[src/length_prefixed_packet_deframer_assert.svh]
// ----------------------------------------------------------------------------
// Assertion macros for the length-prefixed packet deframer
// Clocked property checks on clk, with or without the rst_n qualifier.
// ----------------------------------------------------------------------------
`ifndef LENGTH_PREFIXED_PACKET_DEFRAMER_ASSERT_SVH
`define LENGTH_PREFIXED_PACKET_DEFRAMER_ASSERT_SVH

`ifndef ASSERT_OFF
// check while out of reset
`define LPPD_ASSERT(lbl, prop, msg) \
  lbl: assert property (@(posedge clk) disable iff (!rst_n) prop) else $error(msg);
// check on every edge, reset included
`define LPPD_ASSERT_ALWAYS(lbl, prop, msg) \
  lbl: assert property (@(posedge clk) prop) else $error(msg);
`else
`define LPPD_ASSERT(lbl, prop, msg)
`define LPPD_ASSERT_ALWAYS(lbl, prop, msg)
`endif

`endif

[src/lppd_pkg.sv]
// ----------------------------------------------------------------------------
// Deframer package
// Shared constants, codes and structs of the length-prefixed packet deframer.
// ----------------------------------------------------------------------------
package lppd_pkg;

  localparam int unsigned HDR_LEN     = 12;
  localparam int unsigned HDR_CNT_W   = 4;
  localparam int unsigned SHIFT_BYTES = 8;   // header bytes kept in the 64-bit shifter

  localparam logic [HDR_CNT_W-1:0] HDR_LAST  = HDR_CNT_W'(HDR_LEN - 1);
  localparam logic [HDR_CNT_W-1:0] HDR_SPLIT = HDR_CNT_W'(SHIFT_BYTES);

  localparam logic [15:0] VERSION_RST   = 16'd1;
  localparam logic [31:0] MAX_LEN_RST   = 32'(1024 * 1024);
  localparam logic [63:0] TYPE_MASK_RST = 64'd0;

  typedef enum logic [1:0] {
    KIND_BODY   = 2'd0,
    KIND_EMPTY  = 2'd1,
    KIND_REJECT = 2'd2
  } kind_t;

  typedef enum logic [1:0] {
    ERR_VERSION = 2'd0,
    ERR_TYPE    = 2'd1,
    ERR_LENGTH  = 2'd2
  } err_t;

  typedef enum logic [1:0] {
    REG_VERSION   = 2'd0,
    REG_MAX_LEN   = 2'd1,
    REG_TYPE_MASK = 2'd2
  } reg_idx_t;

  typedef struct packed {
    logic [15:0] expected_version;
    logic [31:0] max_body_length;
    logic [63:0] known_type_mask;
  } cfg_t;

  typedef struct packed {
    kind_t       result_kind;
    logic [15:0] message_type;
    logic [31:0] request_id;
    logic [7:0]  body_byte;
    logic        last_of_packet;
    err_t        error_code;
  } result_t;

endpackage

[src/lppd_if.sv]
// ----------------------------------------------------------------------------
// Deframer channel interfaces
// Valid/ready channels for the byte input, the result output and config.
// ----------------------------------------------------------------------------
interface lppd_in_if;
  logic       valid;
  logic       ready;
  logic [7:0] data_byte;

  modport source (output valid, output data_byte, input ready);
  modport sink   (input valid, input data_byte, output ready);
endinterface

interface lppd_out_if;
  logic                valid;
  logic                ready;
  lppd_pkg::kind_t     result_kind;
  logic [15:0]         message_type;
  logic [31:0]         request_id;
  logic [7:0]          body_byte;
  logic                last_of_packet;
  lppd_pkg::err_t      error_code;

  modport source (output valid, output result_kind, output message_type,
                  output request_id, output body_byte, output last_of_packet,
                  output error_code, input ready);
  modport sink   (input valid, input result_kind, input message_type,
                  input request_id, input body_byte, input last_of_packet,
                  input error_code, output ready);
endinterface

interface lppd_cfg_if;
  logic                valid;
  logic                ready;
  lppd_pkg::reg_idx_t  index;
  logic [63:0]         data;

  modport source (output valid, output index, output data, input ready);
  modport sink   (input valid, input index, input data, output ready);
endinterface

[src/lppd_cfg_regs.sv]
// ----------------------------------------------------------------------------
// Deframer configuration registers
// Version, maximum body length and known-type mask, written by index.
// ----------------------------------------------------------------------------
module lppd_cfg_regs (
  input  logic                clk,
  input  logic                rst_n,
  input  logic                wr_en,
  input  lppd_pkg::reg_idx_t  wr_index,
  input  logic [63:0]         wr_data,
  output lppd_pkg::cfg_t      cfg
);
  import lppd_pkg::*;

  cfg_t cfg_r;
  cfg_t cfg_nxt;

  always_comb begin
    cfg_nxt = cfg_r;
    if (wr_en) begin
      case (wr_index)
        REG_VERSION:   cfg_nxt.expected_version = wr_data[15:0];
        REG_MAX_LEN:   cfg_nxt.max_body_length  = wr_data[31:0];
        REG_TYPE_MASK: cfg_nxt.known_type_mask  = wr_data;
        default:       cfg_nxt = cfg_r;  // drop writes beyond the list
      endcase
    end
  end

  always_ff @(posedge clk) begin
    if (!rst_n) begin
      cfg_r.expected_version <= VERSION_RST;
      cfg_r.max_body_length  <= MAX_LEN_RST;
      cfg_r.known_type_mask  <= TYPE_MASK_RST;
    end else begin
      cfg_r <= cfg_nxt;
    end
  end

  assign cfg = cfg_r;

endmodule

[src/lppd_core.sv]
// ----------------------------------------------------------------------------
// Deframer core
// Input beat register, header collection, header checks and body tagging.
// ----------------------------------------------------------------------------
`include "length_prefixed_packet_deframer_assert.svh"

module lppd_core (
  input  logic               clk,
  input  logic               rst_n,
  input  logic               in_valid,
  input  logic [7:0]         in_byte,
  output logic               in_ready,
  input  lppd_pkg::cfg_t     cfg,
  input  logic               out_free,
  output logic               res_valid,
  output lppd_pkg::result_t  res
);
  import lppd_pkg::*;

  logic                 s1_valid_r, s1_valid_nxt;
  logic [7:0]           s1_byte_r;
  logic                 s1_adv;

  logic                 in_body_r, in_body_nxt;
  logic [HDR_CNT_W-1:0] hdr_cnt_r, hdr_cnt_nxt;
  logic [63:0]          hdr_r, hdr_nxt;
  logic [31:0]          rid_r, rid_nxt;
  logic [15:0]          type_r, type_nxt;
  logic [31:0]          remain_r, remain_nxt;

  logic                 emit;
  logic                 body_last;
  logic [31:0]          rid_full;
  logic [15:0]          h_type;
  logic [15:0]          h_ver;
  logic [31:0]          h_len;
  logic                 type_known;

  // advance unless a result is due and the result register is still full
  assign s1_adv       = s1_valid_r && (!emit || out_free);
  assign in_ready     = !s1_valid_r || s1_adv;
  assign s1_valid_nxt = (in_valid && in_ready) || (s1_valid_r && !s1_adv);
  assign res_valid    = emit && s1_adv;

  assign body_last  = (remain_r <= 32'd1);
  assign rid_full   = {rid_r[23:0], s1_byte_r};
  assign h_type     = hdr_r[63:48];
  assign h_ver      = hdr_r[47:32];
  assign h_len      = hdr_r[31:0];
  assign type_known = (h_type[15:6] == 10'd0) && cfg.known_type_mask[h_type[5:0]];

  always_comb begin
    in_body_nxt = in_body_r;
    hdr_cnt_nxt = hdr_cnt_r;
    hdr_nxt     = hdr_r;
    rid_nxt     = rid_r;
    type_nxt    = type_r;
    remain_nxt  = remain_r;
    emit        = 1'b0;
    res         = '0;
    // error code field reads zero unless a check fails
    res.error_code = ERR_VERSION;

    if (in_body_r) begin
      emit               = 1'b1;
      res.result_kind    = KIND_BODY;
      res.message_type   = type_r;
      res.request_id     = rid_r;
      res.body_byte      = s1_byte_r;
      res.last_of_packet = body_last;
      remain_nxt         = remain_r - 32'd1;
      if (body_last) begin
        remain_nxt  = '0;
        in_body_nxt = 1'b0;
      end
    end else if (hdr_cnt_r == HDR_LAST) begin
      emit             = 1'b1;
      hdr_cnt_nxt      = '0;
      rid_nxt          = rid_full;
      res.message_type = h_type;
      res.request_id   = rid_full;
      if (h_ver != cfg.expected_version) begin
        res.result_kind = KIND_REJECT;
        res.error_code  = ERR_VERSION;
      end else if (!type_known) begin
        res.result_kind = KIND_REJECT;
        res.error_code  = ERR_TYPE;
      end else if (h_len > cfg.max_body_length) begin
        res.result_kind = KIND_REJECT;
        res.error_code  = ERR_LENGTH;
      end else if (h_len == 32'd0) begin
        type_nxt           = h_type;
        res.result_kind    = KIND_EMPTY;
        res.last_of_packet = 1'b1;
      end else begin
        // accepted header with a body: hold the tags, no result on this beat
        emit        = 1'b0;
        type_nxt    = h_type;
        in_body_nxt = 1'b1;
        remain_nxt  = h_len;
      end
    end else begin
      hdr_cnt_nxt = hdr_cnt_r + HDR_CNT_W'(1);
      if (hdr_cnt_r < HDR_SPLIT) begin
        hdr_nxt = {hdr_r[55:0], s1_byte_r};
      end else begin
        rid_nxt = rid_full;
      end
    end
  end

  always_ff @(posedge clk) begin
    if (!rst_n) begin
      s1_valid_r <= 1'b0;
      in_body_r  <= 1'b0;
      hdr_cnt_r  <= '0;
      hdr_r      <= '0;
      rid_r      <= '0;
      type_r     <= '0;
      remain_r   <= '0;
    end else begin
      s1_valid_r <= s1_valid_nxt;
      if (s1_adv) begin
        in_body_r <= in_body_nxt;
        hdr_cnt_r <= hdr_cnt_nxt;
        hdr_r     <= hdr_nxt;
        rid_r     <= rid_nxt;
        type_r    <= type_nxt;
        remain_r  <= remain_nxt;
      end
    end
  end

  always_ff @(posedge clk) begin
    if (in_valid && in_ready) begin
      s1_byte_r <= in_byte;
    end
  end

  `LPPD_ASSERT(a_body_state, in_body_r |-> (hdr_cnt_r == '0 && remain_r != '0), "body state with header count or zero remaining")
  `LPPD_ASSERT(a_hdr_cnt_range, !(hdr_cnt_r > HDR_LAST), "header count past header end")
  `LPPD_ASSERT(a_last_ends_body, (s1_adv && in_body_r && body_last) |=> !in_body_r, "body continues after last byte")
  `LPPD_ASSERT(a_res_slot_free, res_valid |-> out_free, "result issued into a full result register")
  `LPPD_ASSERT_ALWAYS(a_reset_clears, !rst_n |=> (!in_body_r && hdr_cnt_r == '0 && !s1_valid_r), "reset left the core busy")

endmodule

[src/lppd_out_reg.sv]
// ----------------------------------------------------------------------------
// Deframer result register
// Holds one result beat until the downstream side takes it.
// ----------------------------------------------------------------------------
module lppd_out_reg (
  input  logic               clk,
  input  logic               rst_n,
  input  logic               res_valid,
  input  lppd_pkg::result_t  res,
  output logic               out_free,
  output logic               out_valid,
  input  logic               out_ready,
  output lppd_pkg::result_t  out_res
);
  import lppd_pkg::*;

  logic    out_valid_r, out_valid_nxt;
  result_t out_res_r;

  assign out_free      = !out_valid_r || out_ready;
  assign out_valid_nxt = res_valid || (out_valid_r && !out_ready);

  always_ff @(posedge clk) begin
    if (!rst_n) begin
      out_valid_r <= 1'b0;
    end else begin
      out_valid_r <= out_valid_nxt;
    end
  end

  always_ff @(posedge clk) begin
    if (res_valid) begin
      out_res_r <= res;
    end
  end

  assign out_valid = out_valid_r;
  assign out_res   = out_res_r;

endmodule

[src/length_prefixed_packet_deframer.sv]
// Path: an accepted byte waits in the input beat register, and its result is registered in the result register.
// Throughput: one byte per cycle; the input register and the result register keep
// both sides moving, a result waiting on out_ch stalls input only once both are full.
// Reset: rst_n is synchronous and active low; config returns to its defaults,
// the deframer restarts at header byte 0, and there is no clearing pass.
// ----------------------------------------------------------------------------
// Length-prefixed packet deframer
// Splits a byte stream into checked 12-byte headers and tagged body bytes.
// ----------------------------------------------------------------------------
module length_prefixed_packet_deframer (
  input  logic        clk,
  input  logic        rst_n,
  lppd_in_if.sink     in_ch,
  lppd_out_if.source  out_ch,
  lppd_cfg_if.sink    cfg_ch
);
  import lppd_pkg::*;

  cfg_t    cfg;
  result_t res;
  result_t out_res;
  logic    res_valid;
  logic    out_free;

  assign cfg_ch.ready = 1'b1;

  lppd_cfg_regs u_cfg_regs (
    .clk      (clk),
    .rst_n    (rst_n),
    .wr_en    (cfg_ch.valid),
    .wr_index (cfg_ch.index),
    .wr_data  (cfg_ch.data),
    .cfg      (cfg)
  );

  lppd_core u_core (
    .clk       (clk),
    .rst_n     (rst_n),
    .in_valid  (in_ch.valid),
    .in_byte   (in_ch.data_byte),
    .in_ready  (in_ch.ready),
    .cfg       (cfg),
    .out_free  (out_free),
    .res_valid (res_valid),
    .res       (res)
  );

  lppd_out_reg u_out_reg (
    .clk       (clk),
    .rst_n     (rst_n),
    .res_valid (res_valid),
    .res       (res),
    .out_free  (out_free),
    .out_valid (out_ch.valid),
    .out_ready (out_ch.ready),
    .out_res   (out_res)
  );

  assign out_ch.result_kind    = out_res.result_kind;
  assign out_ch.message_type   = out_res.message_type;
  assign out_ch.request_id     = out_res.request_id;
  assign out_ch.body_byte      = out_res.body_byte;
  assign out_ch.last_of_packet = out_res.last_of_packet;
  assign out_ch.error_code     = out_res.error_code;

endmodule

[src/flat_wrapper.sv]
// flat-port wrapper written by rule: the top's interface ports become plain ports
module length_prefixed_packet_deframer_flat import lppd_pkg::*;
  (clk, rst_n, in_ch_valid, in_ch_data_byte, in_ch_ready, out_ch_valid, out_ch_result_kind, out_ch_message_type, out_ch_request_id, out_ch_body_byte, out_ch_last_of_packet, out_ch_error_code, out_ch_ready, cfg_ch_valid, cfg_ch_index, cfg_ch_data, cfg_ch_ready);
  lppd_in_if in_ch_i ();
  lppd_out_if out_ch_i ();
  lppd_cfg_if cfg_ch_i ();
  input  logic clk;
  input  logic rst_n;
  input wire logic [$bits(in_ch_i.valid)-1:0] in_ch_valid;
  input wire logic [$bits(in_ch_i.data_byte)-1:0] in_ch_data_byte;
  output wire logic [$bits(in_ch_i.ready)-1:0] in_ch_ready;
  output wire logic [$bits(out_ch_i.valid)-1:0] out_ch_valid;
  output wire logic [$bits(out_ch_i.result_kind)-1:0] out_ch_result_kind;
  output wire logic [$bits(out_ch_i.message_type)-1:0] out_ch_message_type;
  output wire logic [$bits(out_ch_i.request_id)-1:0] out_ch_request_id;
  output wire logic [$bits(out_ch_i.body_byte)-1:0] out_ch_body_byte;
  output wire logic [$bits(out_ch_i.last_of_packet)-1:0] out_ch_last_of_packet;
  output wire logic [$bits(out_ch_i.error_code)-1:0] out_ch_error_code;
  input wire logic [$bits(out_ch_i.ready)-1:0] out_ch_ready;
  input wire logic [$bits(cfg_ch_i.valid)-1:0] cfg_ch_valid;
  input wire logic [$bits(cfg_ch_i.index)-1:0] cfg_ch_index;
  input wire logic [$bits(cfg_ch_i.data)-1:0] cfg_ch_data;
  output wire logic [$bits(cfg_ch_i.ready)-1:0] cfg_ch_ready;
  assign in_ch_i.valid = in_ch_valid;
  assign in_ch_i.data_byte = in_ch_data_byte;
  assign in_ch_ready = in_ch_i.ready;
  assign out_ch_valid = out_ch_i.valid;
  assign out_ch_result_kind = out_ch_i.result_kind;
  assign out_ch_message_type = out_ch_i.message_type;
  assign out_ch_request_id = out_ch_i.request_id;
  assign out_ch_body_byte = out_ch_i.body_byte;
  assign out_ch_last_of_packet = out_ch_i.last_of_packet;
  assign out_ch_error_code = out_ch_i.error_code;
  assign out_ch_i.ready = out_ch_ready;
  assign cfg_ch_i.valid = cfg_ch_valid;
  assign cfg_ch_i.index = cfg_ch_index;
  assign cfg_ch_i.data = cfg_ch_data;
  assign cfg_ch_ready = cfg_ch_i.ready;
  length_prefixed_packet_deframer u_core (.clk(clk), .rst_n(rst_n), .in_ch(in_ch_i), .out_ch(out_ch_i), .cfg_ch(cfg_ch_i));
endmodule
[config.mk]
export PLATFORM = sky130hd
export DESIGN_NAME = length_prefixed_packet_deframer_flat
export DESIGN_NICKNAME = d
export VERILOG_FILES = /design/src/lppd_pkg.sv /design/src/lppd_if.sv /design/src/lppd_cfg_regs.sv /design/src/lppd_core.sv /design/src/lppd_out_reg.sv /design/src/length_prefixed_packet_deframer.sv /design/src/flat_wrapper.sv
export VERILOG_INCLUDE_DIRS = /design/src /design/src/src
export SDC_FILE = /design/constraint.sdc
export NUM_CORES = 1
export LEC_CHECK = 0
export BUFFER_PORTS_ARGS = -buffer_cell sky130_fd_sc_hd__buf_2
export CAP_MARGIN = 20
export CORE_MARGIN = 2
export CORE_UTILIZATION = 55
export DETAILED_ROUTE_END_ITERATION = 7
export PLACE_DENSITY = 0.81
export SLEW_MARGIN = 25
export SYNTH_ARGS = -nofsm -noshare
export SYNTH_HDL_FRONTEND = slang
export SYNTH_SLANG_ARGS = --single-unit
[constraint.sdc]
create_clock -name clk -period 5.15 [get_ports clk]
set_input_delay 0.2575 -clock clk [delete_from_list [all_inputs] [get_ports clk]]
set_output_delay 0.2575 -clock clk [all_outputs]
set_load 0.02 [all_outputs]
==> results of run 1 <==
cell usage after synthesis, types with 7 or more instances:
library cell  instances
mux2i_1              45
a21oi_1              29
o21ai_0              72
buf_2                 9
a22oi_1               7
buf_1                17
xor2_1               20
nor4_1               25
mux4_2               16
dfxtp_1             263
nand2_1             541
nand4_1              12
ha_1                 35
a21boi_0            178
inv_1                44
o2bb2ai_1             7
nor3_1               18
nand3_1              12
and2_1               13
or3_1                 8
and3_1               23
edfxtp_1             69
nor2b_1              15
clkbuf_1             85
a31o_2               10
nor2_1               35
power by group through the flow:
stage / Sequential (mW) / Clock (mW) / Combinational (mW)
global route: 2.72 / 2.54 / 0.298
finish: 2.72 / 2.42 / 0.271
global placement: 2.77 / 0 / 0.237
detailed placement: 2.77 / 0 / 0.245
floorplan: 2.76 / 0 / 0.164
CTS: 2.71 / 2.44 / 0.267
worst max-delay path: cells and delay by family, from the launching register on:
family / cells / cell delay, ps
AND/OR/NAND/NOR: 2 / 990
flip-flops: 1 / 830
multiplexers: 2 / 700
AO/OA/AOI/OAI: 3 / 610
buffers and inverters: 2 / 560
area by class of cell:
type	instances	area, µm²	area share, %
Inverter	44	165	0.950
Clock buffer	44	961	5.53
Multi-Input combinational cell	1208	7150	41.2
Clock inverter	20	143	0.821
Sequential cell	332	7340	42.2
Tap cell	341	427	2.45
Timing Repair Buffer	190	1190	6.85
registers in the layout (all words and copies together), names as in the netlist:
signal and cells:
u_core.u_core.in_body_r 1, u_core.u_core.s1_byte_r 8, u_core.u_core.remain_r 32, u_core.u_core.s1_valid_r 1, u_core.u_core.type_r 16, u_core.u_out_reg.out_res 61
u_core.u_core.hdr_r 64, u_core.u_out_reg.out_valid 1, u_core.u_core.rid_r 32, u_core.u_core.hdr_cnt_r 4, u_core.u_cfg_regs.cfg 112
routing by layer:
layer  vias to the layer above  track usage (%)  part of all wire, %  wire length (µm)
met4                         0             6.99                  2.0               748
met5                         -                0                    0                 0
li1                       6049                -                    -                 -
met2                       420             42.8                   48             17700
met1                      6009             35.2                   44             16200
met3                        53             3.13                  6.3              2330
metrics by stage:
stage,util [%],instances
after CTS,64.5,2179
final,64.5,2179
after global routing,64.5,2179
after floorplan,-,1700
after detailed placement,59.2,2082
after global placement,59.1,2081
final timing paths:
check / from / end / slack [ps] / cells after the start
worst min-delay path: cfg_ch_data[25] / u_core.u_cfg_regs.cfg[89]$_SDFFE_PN0P_ / 6 / 3
worst min register to register: u_core.u_core.rid_r[29]$_SDFFE_PN0P_ / u_core.u_core.rid_r[29]$_SDFFE_PN0P_ / 460 / 2
worst max-delay path: u_core.u_core.hdr_r[49]$_SDFFE_PN0P_ / u_core.u_out_reg.out_res[6]$_SDFFCE_PN0P_ / 1130 / 9
worst max register to register: u_core.u_core.hdr_r[49]$_SDFFE_PN0P_ / u_core.u_out_reg.out_res[6]$_SDFFCE_PN0P_ / 1130 / 9
kinds of logic (layout without fill, tap and decap cells):
family | count (synthesis) | in the layout | share of synthesized area (%)
AO/OA/AOI/OAI | 358 | 358 | 16.8
XOR/XNOR | 23 | 23 | 1.33
adder cells (fa/ha/maj) | 35 | 35 | 2.90
buffers and inverters | 160 | 298 | 4.27
flip-flops | 332 | 332 | 48.6
multiplexers | 61 | 61 | 5.37
other | 1 | 1 | 0.0248
AND/OR/NAND/NOR | 730 | 730 | 20.8
==> summary.md, run 1 <==
| Metric | Value |
|---|---|
| Outcome | complete, no violations |
| Setup violators final | 0 |
| Gate Count Post-Synth | 1700 |
| Commonest non-fill, non-tap cells in the layout | nand2_1 (541), dfxtp_1 (262), a21boi_0 (178), buf_2 (140), o21ai_0 (72) |
| Finished Cell Area | 17400 µm² |
| Nets | about 1900 |
| TritonCTS buffer count | 35 |
| Clock latency on the worst-skew pair | about 520 ps |
| Pre-CTS WS | 1120 ps |
| Seq/Total Area, Yosys | 48.6% |
| CTS tree | done |
| Fmax | 249 MHz |
| Worst Skew | 23.1 ps |
| Post-synthesis cell type count | 65 |
| Die ar. | 28800 µm² |
| Tcrit/Tclk final | roughly four fifths |
| EDFF count, synth | 69 |
| Via/cell ratio | 5.75 |
| Slew @ Worst Pin | 1030 ps |
| Vias in the first global route | 11719 |
| Hpwl dp | 24.5 mm |
| Switching share of power | 22.6% |
| Root Driver | clkbuf_16 |
| CP Data Required Time | about 5400 ps |
| Combinational fraction of design power | 5.0% |
| Setup tns final | 0 ps |
| Yosys top cell area share | 34.8% |
| Internal | 4.18 mW |
| WHS | 6.03 ps |
| Synth Register Bits | 332 |
| Total Power | 5.40 mW |
| CP endpoint kind | flop |
| Final min period | ~4000 ps |
| Total gr overflow | 0 |
| Final ANT Viol Nets | 0 |
| Final antenna diode count | 0 |
| Rows | 60 |
| Asr flop ratio synth | 0% |
| Core area | 27000 µm² |
| Mapped Area | 15100 µm² |
| Switching Power | 1.22 mW |
| WP data arrival | 4230 ps |
| Worst hold path type | in -> reg |
| Slew margin rel. | a little under a third |
| Sink Count | 332 |
| Drt initial violations | 1165 |
| Worst-path clk slew | 60 ps |
| Peak VDD IR | 0.000216 V |
| Routability cong. | 0.859 |
| Hold Buf Count CTS | 33 |
| Final-layout fill cell count | 2107 |
| # port buffers | 141 |
| Final Worst Setup Slack | 1130 ps |
| Syn Nets | 1814 |
| Critical-path top delay cell | dfxtp_1 |
| H-tree levels | 2 |
| Critical Path Start Type | flop |
| Unrepaired setup endpoints after global routing | false |
| Leakage power | 6.69 nW |
| Routed wire per std cell | 17.0 µm |
| Most used DFF post-synth | dfxtp_1 |
| Register share of total power | ~50% |
| I/O pin count | 143 |
| Slew Viols, Final | 0 |
| Pin count of the biggest net entering global routing | 163 |
| First-pass GRT wire length | 59.6 mm |
| Synth Warn # | 0 |
| Max FO, Critical Path | 34 |
| Initial antenna violation count | 0 |
| Die height | 170 µm |
| Share of cells above drive strength 1 | 13.8% |
| Setup CP Type | reg -> reg |
| Power Density | 311 nW/µm² |
| Placed cell area | 15900 µm² |
| Area growth from synthesis to layout | 15.0% |
| Critical path cell sequence | buf_4 > mux4_2 > mux2i_1 > a22oi_1 > o211ai_1 > nand2_1 > a32oi_1 > and3_2 > buf_12 |
| Dominant cells by area after synthesis | dfxtp_1 (35%), edfxtp_1 (14%), nand2_1 (13%), a21boi_0 (8.8%), mux2i_1 (3.0%) |
| Hold Vio Cnt, Final | 0 |
| Most common cell after layout, fill and taps aside | nand2_1 |
| Post-CTS sizing | 0 |
| DRC viols | 0 |
| Post-CTS setup buffers | 0 |
| Via count | roughly 13000 |
| Synth area leader | dfxtp_1 |
| Clk buf depth | 3 |
| Clk pwr share | 44.7% |
| Post-Route WL | 36.9 mm |
| Total of max-cap violations | 0 |
| Syn Area/Cell | 8.89 µm² |
| First-pass iteration count of the detailed router | 5 |
| Gr usage total | 25.6% |
| Initial Util | 56.1% |
| Die span in x | roughly 170 µm |
| CP peak stage delay | 830 ps |
No activity file was read; power rests on OpenSTA's default activity.
==> run 2: changes to the inputs <==
Clock period 5.15 ns to 4.13 ns, I/O delays scaled along.
==> summary.md, run 2 (synthesized netlist as in run 1, its figures left out) <==
| Metric | Value |
|---|---|
| Combinational fraction of design power | 5.3% (+0.3 points) |
| Final-layout fill cell count | 2060 (-2.2%) |
| Initial Util | 56.1% (unchanged) |
| Commonest non-fill, non-tap cells in the layout | nand2_1 (541), dfxtp_1 (262), a21boi_0 (178), buf_2 (140), o21ai_0 (72) |
| I/O pin count | 143 (unchanged) |
| Root Driver | clkbuf_16 |
| CP peak stage delay | 570 ps (-260 ps) |
| Total of max-cap violations | 0 (unchanged) |
| Worst Skew | 18.0 ps (-5.12 ps) |
| WP data arrival | 3550 ps (-680 ps) |
| Die span in x | 170 µm (unchanged) |
| Final min period | 3750 ps |
| Setup tns final | 0 ps (unchanged) |
| Post-CTS setup buffers | 0 (unchanged) |
| Routability cong. | 0.880 (+2.5%) |
| First-pass iteration count of the detailed router | 7 (+2) |
| Fmax | around 270 MHz |
| Initial antenna violation count | 0 (unchanged) |
| Slew Viols, Final | 0 (unchanged) |
| CP endpoint kind | primary output |
| Total gr overflow | 0 (unchanged) |
| Slew @ Worst Pin | 996 ps (-33.9 ps) |
| Worst hold path type | in -> reg |
| Drt initial violations | 1300 (+12%) |
| Reg2reg setup slack | 560 ps (-570 ps) |
| Unrepaired setup endpoints after global routing | false |
| R2R Path Start | u_core.u_cfg_regs.cfg[95]$_SDFFE_PN0P_ |
| Max reg flops | 112 (unchanged) |
| Worst-path clk slew | 60 ps (about the same) |
| Area growth from synthesis to layout | 18.9% |
| DP Cell Count | 2084 (+0.096%) |
| Post-route insts no fill | 2218 (+1.8%) |
| Routed wire per std cell | 17.7 µm (+4.5%) |
| Setup CP Type | reg -> out |
| WHS | 18.8 ps (+12.7 ps) |
| Total Power | 7.07 mW (+31%) |
| Critical-path top delay cell | nor4_1 |
| Most used cell, CP | inv_1 |
| Hpwl dp | 24.7 mm (+0.95%) |
| Switching share of power | 21.9% (-0.74 points) |
| Footprint of the multi-input gates | 7160 µm² (+0.10%) |
| Final ANT Viol Nets | 0 (unchanged) |
| Critical path cell sequence | inv_1 > ha_1 > nand4_1 > nor4_1 > a221oi_1 > a21boi_0 > a21oi_1 > a32oi_1 > and3_1 > inv_1 > buf_2 |
| Clk pwr share | 46.8% (+2.1 points) |
| CTS tree | done |
| Register Area | 7340 µm² (unchanged) |
| Via/cell ratio | 5.81 (+0.96%) |
| # port buffers | 141 (unchanged) |
| Hold EP | u_core.u_cfg_regs.cfg[67]$_SDFFE_PN0P_ |
| H-tree levels | 2 (unchanged) |
| Tcrit/Tclk final | 90.9% |
| Most common cell after layout, fill and taps aside | nand2_1 |
| Internal | 5.52 mW (+32%) |
| Pin count of the biggest net entering global routing | 180 (+10%) |
| Register share of total power | 47.9% (-2.4 points) |
| First-pass GRT wire length | 62.8 mm (+5.3%) |
| Leakage power | 6.94 nW (+3.6%) |
| Critical Path Start Type | flop |
| Switching Power | 1.55 mW (+27%) |
| Hold Vio Cnt, Final | 0 (unchanged) |
| Final antenna diode count | 0 (unchanged) |
| R2R cell count | 10 (+1) |
| Setup violators final | 0 (unchanged) |
| Clk buf depth | 3 (unchanged) |
| Sink Count | 332 (unchanged) |
| Core area | 27000 µm² (unchanged) |
| TritonCTS buffer count | 35 (unchanged) |
| Slew margin rel. | 33.6% (+2.3 points) |
| Power Density | 393 nW/µm² (+27%) |
| Endpoint of the worst-slack reg-to-reg timing path | u_core.u_out_reg.out_res[6]$_SDFFCE_PN0P_ |
| DRC viols | 0 (unchanged) |
| Max FO, Critical Path | 3 (-91%) |
| Core Util, Final | 66.6% (+2.2 points) |
| Via count | 12878 (+2.8%) |
| Peak VDD IR | 0.000382 V (+76%) |
| Post-Route WL | 39.3 mm (+6.3%) |
| Nets | 1964 (+2.0%) |
| Rows | 60 (unchanged) |
| Hold Startpoint | cfg_ch_data[3] |
| Vias in the first global route | 12331 (+5.2%) |
| CP Data Required Time | 3920 ps (-1440 ps) |
| Share of cells above drive strength 1 | 13.9% (+0.033 points) |
| Clock latency on the worst-skew pair | 520 ps (about the same) |
| Outcome | complete, no violations |
| Die ar. | 28800 µm² (unchanged) |
| Gr usage total | 27.1% (+1.5 points) |
| Worst hold path stage count | 3 (unchanged) |
| Die height | 170 µm (unchanged) |
-- run 2: changes by cell type in the layout (fill, tap and decap cells not counted), sizes merged --
cell,change
dlygate4sd3,+37
clkbuf,+10
clkinv,-9
buf,+1
bufinv,+1
clkinvlp,-1
-- run 2: area by class of cell --
cell class,instances,area share [%]
sequential,332,40.9
multi-input combinational,1208,39.9
timing repair buffer,229,9.07
clock buffer,53,6.23
tap,341,2.38
inverter,44,0.919
clock inverter,11,0.669
-- run 2: power by group through the flow --
stage	combinational [mW]	sequential [mW]	clock [mW]
2_1_floorplan	0.204	3.44	0
3_3_place_gp	0.299	3.45	0
3_5_place_dp	0.310	3.45	0
4_1_cts	0.362	3.38	3.34
5_1_grt	0.409	3.39	3.49
6_report	0.376	3.39	3.31
-- run 2: layer usage --
layer,up-vias,wire (µm),GRT usage [%]
li1,6131,-,-
met1,6125,16300,35.5
met2,515,18800,45.3
met3,107,2610,3.68
met4,0,1600,11.4
met5,-,0,0
-- run 2: through the flow --
| step | setup slack [ps] | cell area (µm²) |
|---|---|---|
| after global routing | 170 | 18000 |
| after CTS | 514 | 18000 |
| after global placement | 790 | 16000 |
| final | 377 | 18000 |
| after floorplan | 327 | 15100 |
| after detailed placement | 690 | 16000 |
-- run 2: timing repair --
action                                 4_1_cts  5_1_grt
hold buffers                                70        0
gates resized for setup                      0        0
endpoints found under the hold margin      102        0
-- run 2: worst max-delay path by stage --
stage | start | to | slack [ps]
finish | u_core.u_cfg_regs.cfg[95]$_SDFFE_PN0P_ | in_ch_ready | 380
global route | u_core.u_cfg_regs.cfg[95]$_SDFFE_PN0P_ | in_ch_ready | 170
CTS | u_core.u_cfg_regs.cfg[95]$_SDFFE_PN0P_ | in_ch_ready | 510
detailed placement | u_core.u_core.hdr_r[1]$_SDFFE_PN0P_ | u_core.u_core.s1_byte_r[1]$_DFFE_PP_ | 690
global placement | u_core.u_core.hdr_r[1]$_SDFFE_PN0P_ | u_core.u_core.s1_byte_r[0]$_DFFE_PP_ | 790
floorplan | u_core.u_cfg_regs.cfg[95]$_SDFFE_PN0P_ | u_core.u_out_reg.out_res[0]$_SDFFCE_PP0P_ | 330
-- run 2: critical path: cells and delay by family (launching register included) --
family          cells  cell delay [ps]
simple gates        3             1040
buf+inv             3              270
fa+ha+maj           1              310
compound gates      4             1090
flops               1              320
==> run 3: changes to the inputs <==
Settings changed: CORE_MARGIN 2 to not set, SKIP_CTS_REPAIR_TIMING set to 1, TNS_END_PERCENT set to 20.
==> summary.md, run 3 (synthesized netlist as in run 1, its figures left out) <==
| Metric | Value |
|---|---|
| Worst-path clk slew | 60 ps (about the same) |
| Placed cell area | 16000 µm² (unchanged) |
| CP endpoint kind | primary output |
| Register Area | 7340 µm² (unchanged) |
| Via count | 12594 (-2.2%) |
| Die height | 168 µm (-1.2%) |
| First-pass GRT wire length | 57.8 mm (-8.0%) |
| Final Worst Setup Slack | 280 ps (-97.2 ps) |
| Core area | 27000 µm² (unchanged) |
| GRT busiest layer | met2 |
| Nets | 1944 (-1.0%) |
| DP Cell Count | 2089 (+0.24%) |
| Hold Vio Cnt, Final | 17 (+17) |
| Footprint of the multi-input gates | 7160 µm² (unchanged) |
| H-tree levels | 2 (unchanged) |
| Failing checks | negative hold slack |
| Routability cong. | 0.858 (-2.5%) |
| Post-Route WL | 36.6 mm (-6.8%) |
| Total Power | 6.85 mW (-3.1%) |
| Setup CP Type | reg -> out |
| Initial Util | 56.1% (unchanged) |
| Slew Viols, Final | 0 (unchanged) |
| Clk buf depth | 3 (unchanged) |
| CP Data Required Time | 3920 ps (about the same) |
| Initial antenna violation count | 0 (unchanged) |
| Tcrit/Tclk final | 93.2% (+2.4 points) |
| Sink Count | 332 (unchanged) |
| Worst Skew | 15.9 ps (-2.12 ps) |
| Hpwl dp | 24.6 mm (-0.40%) |
| TritonCTS buffer count | 35 (unchanged) |
| Share of cells above drive strength 1 | 13.7% (-0.19 points) |
| Most common cell after layout, fill and taps aside | nand2_1 |
| Clock latency on the worst-skew pair | 510 ps (about the same) |
| Die span in x | 168 µm (-1.2%) |
| CTS tree | done |
| WHS | -48.3 ps (-67.1 ps) |
| Outcome | complete, but fails checks |
| Setup tns final | 0 ps (unchanged) |
| Grt met1 use | 34.4% (-1.1 points) |
| Fmax | 260 MHz (-2.5%) |
| Hold EP | u_core.u_cfg_regs.cfg[56]$_SDFFE_PN0P_ |
| Commonest non-fill, non-tap cells in the layout | nand2_1 (541), dfxtp_1 (262), a21boi_0 (178), buf_2 (140), o21ai_0 (72) |
| I/O pin count | 143 (unchanged) |
| Gr usage total | 25.4% (-1.7 points) |
| Final-layout fill cell count | 2119 (+2.9%) |
| DRC viols | 0 (unchanged) |
| Power Density | 389 nW/µm² (-1.1%) |
| Critical Path Start Type | flop |
| Die ar. | 28100 µm² (-2.3%) |
| Post-route insts no fill | 2193 (-1.1%) |
| First-pass iteration count of the detailed router | 5 (-2) |
| Root Driver | clkbuf_16 |
| R2R Path Start | u_core.u_core.hdr_r[31]$_SDFFE_PN0P_ |
| Pre-CTS WS | 516 ps (-174 ps) |
| Finished Cell Area | 17600 µm² (-2.0%) |
| Total of max-cap violations | 0 (unchanged) |
| Routed wire per std cell | 16.7 µm (-5.7%) |
| Max FO, Critical Path | 5 (+2) |
| Met2 GRT Util | 41.8% (-3.5 points) |
| Routing usage on met3 | 3.36% (-0.33 points) |
| Slew @ Worst Pin | 896 ps (-101 ps) |
| Unrepaired setup endpoints after global routing | false |
| Final antenna diode count | 0 (unchanged) |
| Worst hold path type | in -> reg |
| Final min period | 3850 ps (+97.2 ps) |
| Via/cell ratio | 5.74 (-1.1%) |
| Setup violators final | 0 (unchanged) |
| Leakage power | 6.78 nW (-2.3%) |
| WP data arrival | 3640 ps (+90 ps) |
| Peak VDD IR | 0.000327 V (-14%) |
| Total gr overflow | 0 (unchanged) |
| Vias in the first global route | 11585 (-6.0%) |
| Drt initial violations | 1048 (-19%) |
| R2R cell count | 9 (-1) |
| Hold Startpoint | cfg_ch_data[56] |
| Max reg flops | 112 (unchanged) |
| Final ANT Viol Nets | 0 (unchanged) |
| Rows | 60 (unchanged) |
| Worst hold path stage count | 3 (unchanged) |
| Pin count of the biggest net entering global routing | 139 (-23%) |
| Slew margin rel. | 40.3% (+6.7 points) |
| # port buffers | 141 (unchanged) |
| Core Util, Final | 65.3% (-1.3 points) |
| Area growth from synthesis to layout | 16.5% |
| Reg2reg setup slack | 400 ps (-160 ps) |
| Endpoint of the worst-slack reg-to-reg timing path | u_core.u_out_reg.out_res[34]$_DFFE_PP_ |
-- run 3: cell count changes in the layout (fill, tap and decap cells not counted) --
cell           delta
bufinv_16         +2
clkbuf_1          +3
buf_12            -3
clkinv_1          +4
buf_4             +8
clkbuf_8          -5
inv_6             +2
dlygate4sd3_1    -25
clkbuf_16         -4
clkinv_2          -7
inv_16            -1
buf_6             +1
-- run 3: worst max path at each step --
stage                                                 from                                         to  slack (ps)  depth (start not counted)
floorplan           u_core.u_cfg_regs.cfg[95]$_SDFFE_PN0P_  u_core.u_out_reg.out_res[0]$_SDFFCE_PP0P_         330                          9
global placement      u_core.u_core.hdr_r[27]$_SDFFE_PN0P_     u_core.u_out_reg.out_res[34]$_DFFE_PP_         580                          9
detailed placement    u_core.u_core.hdr_r[31]$_SDFFE_PN0P_  u_core.u_out_reg.out_res[0]$_SDFFCE_PP0P_         520                          9
CTS                 u_core.u_cfg_regs.cfg[95]$_SDFFE_PN0P_                                in_ch_ready         400                         11
global route        u_core.u_cfg_regs.cfg[95]$_SDFFE_PN0P_                                in_ch_ready         120                         11
finish                u_core.u_core.hdr_r[31]$_SDFFE_PN0P_                                in_ch_ready         280                         10
-- run 3: layout make-up --
class                      count  share of cell area, %
multi-input combinational   1208                   40.7
inverter                      44                  0.938
clock buffer                  48                   5.54
clock inverter                11                  0.896
timing repair buffer         209                   7.82
tap                          341                   2.42
sequential                   332                   41.7
-- run 3: critical path, stage by stage, from the launching register on --
cell      delay [ps]
dfxtp_1          370
ha_1             340
nand4_1          140
nor4_1           750
a221oi_1         290
a21boi_0         320
a21oi_1          120
a32oi_1          310
and3_1           290
inv_1             60
buf_2            150
-- run 3: where the power goes --
group / internal [mW] / total, mW / switching [mW] / leakage, nW
Sequential: 3.35 / 3.38 / 0.0361 / 2.88
Clock: 1.90 / 3.12 / 1.22 / 0.552
Combinational: 0.152 / 0.351 / 0.199 / 3.35
Total: 5.39 / 6.85 / 1.46 / 6.78
-- run 3: per-layer routing --
metal | up-vias | part of all wire, %
met5 | - | 0
met4 | 0 | 2.9
met3 | 87 | 5.9
met2 | 429 | 47
met1 | 5996 | 44
li1 | 6082 | -
